--- src/rtl/isgs_pkg.sv ---
// shared types, codes and the datapath step table of the implicit shape grid sampler
`default_nettype none

package isgs_pkg;

  // shape_mode codes
  localparam logic [2:0] MODE_CUBE   = 3'd0;
  localparam logic [2:0] MODE_SPHERE = 3'd1;
  localparam logic [2:0] MODE_TANGLE = 3'd2;
  localparam logic [2:0] MODE_HEART  = 3'd3;
  localparam logic [2:0] MODE_TORUS  = 3'd4;

  // configuration register indexes
  localparam logic [2:0] REG_SHAPE_MODE  = 3'd0;
  localparam logic [2:0] REG_GRID_SIDE   = 3'd1;
  localparam logic [2:0] REG_OFFSET_X    = 3'd2;
  localparam logic [2:0] REG_OFFSET_Y    = 3'd3;
  localparam logic [2:0] REG_OFFSET_Z    = 3'd4;
  localparam logic [2:0] REG_START_INDEX = 3'd5;

  localparam int STEPW = 4;

  // multiplier operand sources
  typedef enum logic [4:0] {
    OPND_ZERO,
    OPND_ONE,
    OPND_UX,
    OPND_UY,
    OPND_UZ,
    OPND_X2,
    OPND_Y2,
    OPND_Z2,
    OPND_Z3,
    OPND_SUM,
    OPND_A,
    OPND_AH,
    OPND_AL,
    OPND_X2K,
    OPND_Y2K,
    OPND_R,
    OPND_S,
    OPND_N,
    OPND_K2000,
    OPND_K1600,
    OPND_KTANGLE
  } opnd_t;

  // what happens to the registered product
  typedef enum logic [3:0] {
    POST_NONE,
    POST_LD_X2,
    POST_LD_Y2,
    POST_LD_Z2,
    POST_LD_Z3,
    POST_LD_A2,
    POST_ACC_LOAD,
    POST_ACC_LNEG,
    POST_ACC_ADD,
    POST_ACC_SUB,
    POST_ACC_ADDHI
  } post_t;

  typedef enum logic [1:0] {
    ST_IDLE,
    ST_RUN,
    ST_FIN
  } state_t;

  typedef struct packed {
    opnd_t mul_a;
    opnd_t mul_b;
    post_t post;
    logic  last;
  } ucmd_t;

  typedef struct packed {
    logic  load;
    logic  capture;
    opnd_t mul_a;
    opnd_t mul_b;
    post_t post;
  } dp_cmd_t;

  typedef struct packed {
    logic [2:0] mode;
    logic       skip;
  } dp_status_t;

  function automatic ucmd_t mk(input opnd_t a, input opnd_t b, input post_t p, input logic l);
    ucmd_t c;
    c.mul_a = a;
    c.mul_b = b;
    c.post  = p;
    c.last  = l;
    return c;
  endfunction

  // one multiply issued per step; the post op of a step works on the product of the step before
  function automatic ucmd_t ucode(input logic [2:0] mode, input logic [STEPW-1:0] step);
    ucmd_t c;
    c = mk(OPND_ZERO, OPND_ZERO, POST_NONE, 1'b1);
    priority if (step == 4'd0) begin
      c = mk(OPND_UX, OPND_UX, POST_NONE, 1'b0);
    end else if (step == 4'd1) begin
      c = mk(OPND_UY, OPND_UY, POST_LD_X2, 1'b0);
    end else if (step == 4'd2) begin
      c = mk(OPND_UZ, OPND_UZ, POST_LD_Y2, 1'b0);
    end else begin
      unique case (mode)
        MODE_SPHERE: begin
          unique case (step)
            4'd3:    c = mk(OPND_N, OPND_N, POST_LD_Z2, 1'b0);
            4'd4:    c = mk(OPND_ZERO, OPND_ZERO, POST_ACC_LNEG, 1'b0);
            4'd5:    c = mk(OPND_SUM, OPND_ONE, POST_NONE, 1'b0);
            default: c = mk(OPND_ZERO, OPND_ZERO, POST_ACC_ADD, 1'b1);
          endcase
        end
        MODE_TANGLE: begin
          unique case (step)
            4'd3:    c = mk(OPND_KTANGLE, OPND_ONE, POST_LD_Z2, 1'b0);
            4'd4:    c = mk(OPND_X2, OPND_X2, POST_ACC_LOAD, 1'b0);
            4'd5:    c = mk(OPND_Y2, OPND_Y2, POST_ACC_ADD, 1'b0);
            4'd6:    c = mk(OPND_Z2, OPND_Z2, POST_ACC_ADD, 1'b0);
            4'd7:    c = mk(OPND_SUM, OPND_K2000, POST_ACC_ADD, 1'b0);
            default: c = mk(OPND_ZERO, OPND_ZERO, POST_ACC_SUB, 1'b1);
          endcase
        end
        MODE_HEART: begin
          unique case (step)
            4'd3:    c = mk(OPND_ZERO, OPND_ZERO, POST_LD_Z2, 1'b0);
            4'd4:    c = mk(OPND_Z2, OPND_UZ, POST_NONE, 1'b0);
            4'd5:    c = mk(OPND_A, OPND_A, POST_LD_Z3, 1'b0);
            4'd6:    c = mk(OPND_X2K, OPND_Z3, POST_LD_A2, 1'b0);
            4'd7:    c = mk(OPND_AH, OPND_A, POST_ACC_LNEG, 1'b0);
            4'd8:    c = mk(OPND_AL, OPND_A, POST_ACC_ADDHI, 1'b0);
            4'd9:    c = mk(OPND_Y2K, OPND_Z3, POST_ACC_ADD, 1'b0);
            default: c = mk(OPND_ZERO, OPND_ZERO, POST_ACC_SUB, 1'b1);
          endcase
        end
        MODE_TORUS: begin
          unique case (step)
            4'd3:    c = mk(OPND_ZERO, OPND_ZERO, POST_LD_Z2, 1'b0);
            4'd4:    c = mk(OPND_ZERO, OPND_ZERO, POST_NONE, 1'b0);
            4'd5:    c = mk(OPND_S, OPND_S, POST_NONE, 1'b0);
            4'd6:    c = mk(OPND_R, OPND_K1600, POST_ACC_LOAD, 1'b0);
            default: c = mk(OPND_ZERO, OPND_ZERO, POST_ACC_SUB, 1'b1);
          endcase
        end
        default: c = mk(OPND_ZERO, OPND_ZERO, POST_NONE, 1'b1);
      endcase
    end
    return c;
  endfunction

endpackage

`default_nettype wire

--- src/rtl/isgs_ctrl.sv ---
// controller: handshakes, step sequencing and result register valid
`default_nettype none

module isgs_ctrl (
  input  wire                 clk,
  input  wire                 rst,
  input  wire                 in_valid,
  output logic                in_ready,
  output logic                out_valid,
  input  wire                 out_ready,
  input  isgs_pkg::dp_status_t status,
  output isgs_pkg::dp_cmd_t    cmd
);
  import isgs_pkg::*;

  state_t           state;
  state_t           state_next;
  logic [STEPW-1:0] step;
  logic [STEPW-1:0] step_next;
  logic             out_valid_next;
  ucmd_t            uc;

  always_ff @(posedge clk) begin
    if (rst) begin
      state     <= ST_IDLE;
      step      <= '0;
      out_valid <= 1'b0;
    end else begin
      state     <= state_next;
      step      <= step_next;
      out_valid <= out_valid_next;
    end
  end

  always_comb begin
    uc          = ucode(status.mode, step);
    state_next  = state;
    step_next   = step;
    in_ready    = 1'b0;
    cmd.load    = 1'b0;
    cmd.capture = 1'b0;
    cmd.mul_a   = OPND_ZERO;
    cmd.mul_b   = OPND_ZERO;
    cmd.post    = POST_NONE;
    unique case (state)
      ST_IDLE: begin
        in_ready = 1'b1;
        if (in_valid) begin
          cmd.load   = 1'b1;
          step_next  = '0;
          state_next = status.skip ? ST_FIN : ST_RUN;
        end
      end
      ST_RUN: begin
        cmd.mul_a = uc.mul_a;
        cmd.mul_b = uc.mul_b;
        cmd.post  = uc.post;
        step_next = step + 1'b1;
        if (uc.last) begin
          state_next = ST_FIN;
        end
      end
      ST_FIN: begin
        // result register free or being emptied this cycle
        if (!out_valid || out_ready) begin
          cmd.capture = 1'b1;
          state_next  = ST_IDLE;
        end
      end
      default: state_next = ST_IDLE;
    endcase
    out_valid_next = cmd.capture | (out_valid & ~out_ready);
  end

endmodule

`default_nettype wire

--- src/rtl/isgs_dp.sv ---
// datapath: configuration registers, shared multiplier, accumulator and result registers
`default_nettype none

module isgs_dp #(
  parameter int MAX_SIDE = 256
) (
  input  wire                  clk,
  input  wire                  rst,
  input  wire                  cfg_we,
  input  wire  [2:0]           cfg_index,
  input  wire  [31:0]          cfg_data,
  input  wire  [7:0]           cell_x,
  input  wire  [7:0]           cell_y,
  input  wire  [7:0]           cell_z,
  input  isgs_pkg::dp_cmd_t    cmd,
  output isgs_pkg::dp_status_t status,
  output logic                 inside_res,
  output logic signed [16:0]   pos_x,
  output logic signed [16:0]   pos_y,
  output logic signed [16:0]   pos_z,
  output logic [31:0]          point_index
);
  import isgs_pkg::*;

  localparam logic [8:0]         SIDE_LIMIT = 9'(MAX_SIDE);
  localparam logic signed [27:0] K_TANGLE   = 28'sd1888000;
  localparam logic signed [27:0] K_2000     = 28'sd2000;
  localparam logic signed [27:0] K_1600     = 28'sd1600;
  localparam logic [17:0]        TORUS_BIAS = 18'd300;
  localparam logic [21:0]        HEART_BIAS = 22'd1600;

  // configuration
  logic [2:0]         shape_mode;
  logic [8:0]         grid_side;
  logic signed [15:0] offset_x;
  logic signed [15:0] offset_y;
  logic signed [15:0] offset_z;
  logic [31:0]        point_counter;

  // item registers
  logic [7:0]         cx;
  logic [7:0]         cy;
  logic [7:0]         cz;
  logic               in_grid;
  logic signed [9:0]  ux;
  logic signed [9:0]  uy;
  logic signed [9:0]  uz;
  logic [16:0]        x2;
  logic [16:0]        y2;
  logic [16:0]        z2;
  logic signed [25:0] z3;
  logic [40:0]        a2;

  // registered values derived from the squares
  logic [18:0]        sum;
  logic [17:0]        r;
  logic [17:0]        s;
  logic signed [21:0] a;
  logic [26:0]        x2k;
  logic [23:0]        y2k;

  logic signed [27:0] op_a;
  logic signed [27:0] op_b;
  logic signed [55:0] p;
  logic signed [63:0] pe;
  logic signed [63:0] acc;

  logic [8:0]         n;
  logic               acc_le0;
  logic               hit;
  logic               rotate;
  logic [7:0]         px;
  logic [7:0]         py;
  logic [7:0]         pz;

  assign n = (grid_side > SIDE_LIMIT) ? SIDE_LIMIT : grid_side;

  assign status.mode = shape_mode;
  assign status.skip = !(shape_mode == MODE_SPHERE || shape_mode == MODE_TANGLE ||
                         shape_mode == MODE_HEART || shape_mode == MODE_TORUS);

  function automatic logic signed [27:0] operand(input opnd_t sel);
    logic signed [27:0] v;
    unique case (sel)
      OPND_ZERO:    v = '0;
      OPND_ONE:     v = 28'sd1;
      OPND_UX:      v = 28'(ux);
      OPND_UY:      v = 28'(uy);
      OPND_UZ:      v = 28'(uz);
      OPND_X2:      v = $signed({11'b0, x2});
      OPND_Y2:      v = $signed({11'b0, y2});
      OPND_Z2:      v = $signed({11'b0, z2});
      OPND_Z3:      v = 28'(z3);
      OPND_SUM:     v = $signed({9'b0, sum});
      OPND_A:       v = 28'(a);
      OPND_AH:      v = $signed({8'b0, a2[40:21]});
      OPND_AL:      v = $signed({7'b0, a2[20:0]});
      OPND_X2K:     v = $signed({1'b0, x2k});
      OPND_Y2K:     v = $signed({4'b0, y2k});
      OPND_R:       v = $signed({10'b0, r});
      OPND_S:       v = $signed({10'b0, s});
      OPND_N:       v = $signed({19'b0, n});
      OPND_K2000:   v = K_2000;
      OPND_K1600:   v = K_1600;
      OPND_KTANGLE: v = K_TANGLE;
      default:      v = '0;
    endcase
    return v;
  endfunction

  always_comb begin
    op_a = operand(cmd.mul_a);
    op_b = operand(cmd.mul_b);
  end

  assign pe = 64'(p);

  always_ff @(posedge clk) begin
    p   <= op_a * op_b;
    sum <= 19'(x2) + 19'(y2) + 19'(z2);
    r   <= 18'(x2) + 18'(z2);
    s   <= 18'(x2) + 18'(y2) + 18'(z2) + TORUS_BIAS;
    a   <= $signed(22'({x2, 2'b00}) + 22'({y2, 3'b000}) + 22'(y2) + 22'({z2, 2'b00})
                   - HEART_BIAS);
    x2k <= 27'({x2, 10'b0}) + 27'({x2, 8'b0});
    y2k <= 24'({y2, 7'b0}) + 24'({y2, 4'b0});
  end

  always_ff @(posedge clk) begin
    if (cmd.load) begin
      cx      <= cell_x;
      cy      <= cell_y;
      cz      <= cell_z;
      // centered coordinate u = 2*index - side
      ux      <= $signed({1'b0, cell_x, 1'b0}) - $signed({1'b0, n});
      uy      <= $signed({1'b0, cell_y, 1'b0}) - $signed({1'b0, n});
      uz      <= $signed({1'b0, cell_z, 1'b0}) - $signed({1'b0, n});
      in_grid <= ({1'b0, cell_x} < n) && ({1'b0, cell_y} < n) && ({1'b0, cell_z} < n);
    end
    unique case (cmd.post)
      POST_NONE:      ;
      POST_LD_X2:     x2  <= p[16:0];
      POST_LD_Y2:     y2  <= p[16:0];
      POST_LD_Z2:     z2  <= p[16:0];
      POST_LD_Z3:     z3  <= p[25:0];
      POST_LD_A2:     a2  <= p[40:0];
      POST_ACC_LOAD:  acc <= pe;
      POST_ACC_LNEG:  acc <= -pe;
      POST_ACC_ADD:   acc <= acc + pe;
      POST_ACC_SUB:   acc <= acc - pe;
      POST_ACC_ADDHI: acc <= acc + (pe <<< 21);
      default:        ;
    endcase
  end

  assign acc_le0 = acc[63] || (acc == '0);

  always_comb begin
    unique case (shape_mode)
      MODE_CUBE:   hit = in_grid;
      MODE_SPHERE: hit = in_grid && acc_le0;
      MODE_TANGLE: hit = in_grid && acc_le0;
      MODE_HEART:  hit = in_grid && acc_le0;
      MODE_TORUS:  hit = in_grid && acc_le0;
      default:     hit = 1'b0;
    endcase
    // heart and torus come out as (y, z, x)
    rotate = (shape_mode == MODE_HEART) || (shape_mode == MODE_TORUS);
    px = rotate ? cy : cx;
    py = rotate ? cz : cy;
    pz = rotate ? cx : cz;
  end

  always_ff @(posedge clk) begin
    if (cmd.capture) begin
      inside_res  <= hit;
      pos_x       <= hit ? $signed({9'b0, px}) + 17'(offset_x) : '0;
      pos_y       <= hit ? $signed({9'b0, py}) + 17'(offset_y) : '0;
      pos_z       <= hit ? $signed({9'b0, pz}) + 17'(offset_z) : '0;
      point_index <= hit ? point_counter : '0;
    end
  end

  always_ff @(posedge clk) begin
    if (rst) begin
      shape_mode    <= MODE_CUBE;
      grid_side     <= 9'd16;
      offset_x      <= '0;
      offset_y      <= '0;
      offset_z      <= '0;
      point_counter <= '0;
    end else if (cfg_we) begin
      unique case (cfg_index)
        REG_SHAPE_MODE:  shape_mode    <= cfg_data[2:0];
        REG_GRID_SIDE:   grid_side     <= cfg_data[8:0];
        REG_OFFSET_X:    offset_x      <= $signed(cfg_data[15:0]);
        REG_OFFSET_Y:    offset_y      <= $signed(cfg_data[15:0]);
        REG_OFFSET_Z:    offset_z      <= $signed(cfg_data[15:0]);
        REG_START_INDEX: point_counter <= cfg_data;
        default:         ;
      endcase
    end else if (cmd.capture && hit) begin
      point_counter <= point_counter + 32'd1;
    end
  end

endmodule

`default_nettype wire

--- src/rtl/implicit_shape_grid_sampler.sv ---
// implicit shape grid sampler: per-cell inside test with running point index
// one cell in flight at a time: a new cell is taken only once the result of the last one is
//   captured; cube and reserved modes capture the result directly, the other shapes first
//   step through the shape polynomial on the single shared 28x28 multiplier
// sync active-high reset: idle, no result pending, cube mode, side 16, offsets and counter 0
`default_nettype none

module implicit_shape_grid_sampler #(
  parameter int MAX_SIDE = 256
) (
  input  wire                clk,
  input  wire                rst,
  input  wire                cfg_we,
  input  wire  [2:0]         cfg_index,
  input  wire  [31:0]        cfg_data,
  input  wire                in_valid,
  output logic               in_ready,
  input  wire  [7:0]         cell_x,
  input  wire  [7:0]         cell_y,
  input  wire  [7:0]         cell_z,
  output logic               out_valid,
  input  wire                out_ready,
  output logic               inside_res,
  output logic signed [16:0] pos_x,
  output logic signed [16:0] pos_y,
  output logic signed [16:0] pos_z,
  output logic [31:0]        point_index
);
  import isgs_pkg::*;

  dp_cmd_t    cmd;
  dp_status_t status;

  isgs_ctrl u_ctrl (
    .clk       (clk),
    .rst       (rst),
    .in_valid  (in_valid),
    .in_ready  (in_ready),
    .out_valid (out_valid),
    .out_ready (out_ready),
    .status    (status),
    .cmd       (cmd)
  );

  isgs_dp #(
    .MAX_SIDE (MAX_SIDE)
  ) u_dp (
    .clk         (clk),
    .rst         (rst),
    .cfg_we      (cfg_we),
    .cfg_index   (cfg_index),
    .cfg_data    (cfg_data),
    .cell_x      (cell_x),
    .cell_y      (cell_y),
    .cell_z      (cell_z),
    .cmd         (cmd),
    .status      (status),
    .inside_res  (inside_res),
    .pos_x       (pos_x),
    .pos_y       (pos_y),
    .pos_z       (pos_z),
    .point_index (point_index)
  );

endmodule

`default_nettype wire

--- config.mk ---
export PLATFORM = sky130hd
export DESIGN_NAME = implicit_shape_grid_sampler
export DESIGN_NICKNAME = d
export VERILOG_FILES = /design/src/rtl/isgs_pkg.sv /design/src/rtl/isgs_ctrl.sv /design/src/rtl/isgs_dp.sv /design/src/rtl/implicit_shape_grid_sampler.sv
export SDC_FILE = /design/constraint.sdc
export NUM_CORES = 2
export LEC_CHECK = 0
export ABC_AREA = 1
export BUFFER_PORTS_ARGS = -buffer_cell sky130_fd_sc_hd__buf_2
export CAP_MARGIN = 10
export CORE_MARGIN = 8
export CORE_UTILIZATION = 55
export CTS_BUF_LIST = sky130_fd_sc_hd__clkbuf_8
export CTS_CLUSTER_DIAMETER = 40
export DETAILED_ROUTE_END_ITERATION = 8
export PLACE_DENSITY = 0.72
export SLEW_MARGIN = 20
export SYNTH_ARGS = -nofsm -noshare
export SYNTH_HDL_FRONTEND = slang
export SYNTH_HIERARCHICAL = 1
export SYNTH_SLANG_ARGS = --single-unit
export TNS_END_PERCENT = 50
--- constraint.sdc ---
create_clock -name clk -period 8.9 [get_ports clk]
set_input_delay 1.335 -clock clk [delete_from_list [all_inputs] [get_ports clk]]
set_output_delay 1.335 -clock clk [all_outputs]
set_load 0.01 [all_outputs]
==> results.json <==
{
  "status": "complete, but fails checks",
  "violations": "negative setup slack",
  "post-route-min-period_ns": 9.24,
  "io_pins": 150,
  "vias_per_cell": 6.00,
  "cpPeakStageDelay_ns": 0.72,
  "pre_cts_ws_ns": -1.08,
  "rr_endpoint": "u_dp/p[52]$_DFF_P_",
  "synth_edf_count": 319,
  "htree_num_levels": 4,
  "crit_type": "reg2reg",
  "final_net_count": 12600,
  "area_delta_synth_final_pct": 23.8,
  "async_flop_share_pct": 0,
  "clk_pin_slew_ns": 0.06,
  "dp_hpwl_um": 269000,
  "die_y_um": 385,
  "setup_viol": 34,
  "power_per_cell_area_nw_per_um2": 109,
  "drive_gt1_share_pct": 19.6,
  "ys_seq_area_share_pct": 19.9,
  "core_um2": 135000,
  "wl_per_cell_um": 26.0,
  "grt_pass1_wl_um": 484000,
  "cts.sinks": 587,
  "wl_um": 339000,
  "hold_violations": 0,
  "drv_cap": 0,
  "hp-start": "u_dp/point_counter[12]$_SDFFE_PP0P_",
  "cts_buffer_depth": 3,
  "rr_startpoint": "u_ctrl/step[2]$_SDFFE_PP0P_",
  "start_util_pct": 55.4,
  "detail_route.first_pass.iterations": 7,
  "period_share_pct": 104,
  "die_w_um": 385,
  "cts_buffers": 130,
  "worstHoldPathType": "reg2reg",
  "min_path_cells": 2,
  "fin_util_pct": 68.5,
  "grt_usage_pct": 43.9,
  "cts-root-buf": "clkbuf_8",
  "fin_cells": 13100,
  "synthesis.area_um2": 74900,
  "relSlewSlack_pct": 26.8,
  "synth_ff_type": "edfxtp_1",
  "drc": 0,
  "io_buffers": 149,
  "fin_skew_ns": 0.0600,
  "row_count": 135,
  "grt_setup_unrepaired": "yes",
  "vias": 78400,
  "fmax_mhz": 108,
  "nFillCells": 11000,
  "holdPathEnd": "u_dp/point_counter[12]$_SDFFE_PP0P_",
  "peakVddDrop_v": 0.000269,
  "reg2reg_slack_ns": -0.34,
  "crit_slowest_cell": "fa_2",
  "final.setup.worst_slack_ns": -0.343,
  "syn_nets": 11500,
  "antenna_found_initial": 11,
  "ant_nets": 0,
  "grt_max_degree": 93,
  "synth.distinct_cells": 63,
  "required_ns": 9.63,
  "maxSlewViolCount": 0,
  "gp_congestion": 1.15,
  "syn-instance-count": 10100,
  "dieArea_um2": 148000,
  "gr-total-overflow": 0,
  "reg2reg_depth": 48,
  "dp.cells": 12700,
  "crit_path_start_kind": "flip-flop",
  "yosysWarnings": 6,
  "cp-end-kind": "flip-flop",
  "grt_pass1_vias": 77100,
  "worst_ep_arrival_time_ns": 9.97,
  "drt_iter0_drc": 9279,
  "cp_max_fo": 6,
  "cts_hold_buf": 0,
  "p_leak_nw": 46.0,
  "worst_pin_slew_ns": 1.10,
  "syn_avg_cell_area_um2": 7.44,
  "worstSkewPairLatency_ns": 0.89,
  "cts_tree": "built",
  "ys_ff_latch": 587
}
[how the worst max path moves through the flow]
| stage | startpoint | end | slack (ns) |
|---|---|---|---|
| after floorplan | u_ctrl/step[1]$_SDFFE_PP0P_ | u_dp/p[52]$_DFF_P_ | 0.02 |
| after global routing | u_ctrl/step[0]$_SDFFE_PP0P_ | u_dp/p[52]$_DFF_P_ | -0.60 |
| final | u_ctrl/step[2]$_SDFFE_PP0P_ | u_dp/p[52]$_DFF_P_ | -0.34 |
| after detailed placement | u_ctrl/step[1]$_SDFFE_PP0P_ | u_dp/p[27]$_DFF_P_ | -1.08 |
| after CTS | u_ctrl/step[0]$_SDFFE_PP0P_ | u_dp/p[33]$_DFF_P_ | -0.04 |
| after global placement | u_ctrl/step[1]$_SDFFE_PP0P_ | u_dp/p[38]$_DFF_P_ | -1.0 |
[placed cells by master (no fill, tap or decap), drive strengths merged, types with 13 or more instances in the layout]
cell and n:
inv 2042, o21bai 43, a21oi 490, nor3 85
nand3b 18, o211ai 26, xnor2 71, buf 1174
clkinvlp 15, nor2 1210, o21a 13, or2 24
xor2 189, o2111ai 17, bufinv 13, o21ai 361
nand3 423, nor4 21, clkinv 45, nand4 144
dfxtp 268, ha 529, fa 871, a31oi 54
clkbuf 143, o221ai 17, o22ai 91, nand2 2389
a21o 26, a221oi 46, a211oi 23, edfxtp 319
[logic make-up (layout without fill, tap and decap cells)]
| group | after synthesis | in the layout | synth area share, % |
|---|---|---|---|
| flops | 587 | 587 | 19.9 |
| fa+ha+maj | 1400 | 1400 | 32.1 |
| simple gates | 4333 | 4333 | 23.7 |
| other cells | 0 | 9 | 0 |
| mux | 16 | 16 | 0.227 |
| buf+inv | 2224 | 3432 | 11.3 |
| xor+xnor | 260 | 260 | 3.04 |
| compound gates | 1248 | 1248 | 9.65 |
[flip-flops by register name, summed over array words and instances (netlist names), 18 cells and up]
name / count
u_dp/y2k: 18
u_dp/p: 56
u_dp/point_index: 32
u_dp/acc: 64
u_dp/a2: 41
u_dp/sum: 18
u_dp/x2k: 19
u_dp/r: 18
u_dp/a: 22
u_dp/s: 18
u_dp/z3: 26
u_dp/point_counter: 32
[worst max-delay path, delay by kind of cell, from the launching register on]
kind / cells / cell delay, ns
flops: 1 / 0.36
compound gates: 5 / 0.70
fa+ha+maj: 9 / 4.34
simple gates: 15 / 1.60
buf+inv: 19 / 2.05
[synthesized netlist by cell type, types with 18 or more instances]
| master | instances | area share [%] |
|---|---|---|
| dfxtp_1 | 268 | 7.2 |
| a211oi_1 | 23 | 0.23 |
| a21oi_1 | 486 | 3.2 |
| or2_2 | 24 | 0.20 |
| fa_1 | 871 | 23 |
| o21ai_0 | 354 | 2.4 |
| a31oi_1 | 54 | 0.45 |
| nand3_1 | 415 | 2.8 |
| nor2_2 | 20 | 0.17 |
| ha_1 | 529 | 8.8 |
| edfxtp_1 | 319 | 13 |
| nor2_1 | 1186 | 5.9 |
| a221oi_1 | 46 | 0.54 |
| nor3_1 | 71 | 0.47 |
| a21o_1 | 26 | 0.26 |
| nor4_1 | 19 | 0.16 |
| buf_2 | 102 | 0.68 |
| nand4_1 | 144 | 1.2 |
| o211ai_1 | 24 | 0.24 |
| xor2_1 | 189 | 2.2 |
| inv_1 | 1930 | 9.7 |
| nand3b_1 | 18 | 0.18 |
| clkbuf_1 | 92 | 0.46 |
| nand2_1 | 2382 | 12 |
| xnor2_1 | 71 | 0.83 |
| o22ai_1 | 91 | 0.76 |
| o21bai_1 | 43 | 0.43 |
| inv_2 | 82 | 0.41 |
[cell type report]
| class | instances | area (um2) | area share (%) |
|---|---|---|---|
| diodes | 9 | 22.5 | 0.0243 |
| multi-input cells | 7257 | 55200 | 59.5 |
| well taps | 1781 | 2230 | 2.40 |
| inverters | 2016 | 7780 | 8.39 |
| clock inverters | 99 | 938 | 1.01 |
| clock buffers | 142 | 1950 | 2.11 |
| repair buffers | 1175 | 9670 | 10.4 |
| flip-flops and latches | 587 | 15000 | 16.1 |
[power by group]
| group | internal (mW) | total, mW | switching, mW |
|---|---|---|---|
| clock network | 1.90 | 3.38 | 1.48 |
| registers | 2.98 | 3.06 | 0.0872 |
| logic | 1.17 | 3.64 | 2.47 |
| total | 6.05 | 10.1 | 4.04 |
[routing by layer]
layer  global-route usage [%]  part of all wire [%]  vias up  wire length [um]
li1                         -                     -    33900                 -
met1                     52.7                    35    36900            118000
met2                     66.9                    42     5772            144000
met3                     12.7                    13     1749             43500
met4                     32.9                    10        6             34300
met5                        0                 0.013        -                43
[through the flow]
| step | instance area, um2 | TNS, ns | hold WS, ns | power [mW] |
|---|---|---|---|---|
| floorplan | 75000 | 0 | 0.425 | 5.32 |
| global placement | 84200 | -35.73 | 0.460 | 6.47 |
| detailed placement | 84200 | -37.94 | 0.473 | 6.52 |
| CTS | 90300 | -0.260 | 0.484 | 9.94 |
| global route | 92700 | -16.28 | 0.506 | 10.5 |
| finish | 92700 | -6.91 | 0.488 | 10.1 |
[timing repair]
item / in CTS / in global routing
setup endpoints to repair: 46 / 44
hold endpoints to repair: 0 / 0
cloned: 0 / 1
setup buffers: 85 / 74
resized for setup: 602 / 471
pin swaps: 185 / 178
(Power assumes the default switching activity.)
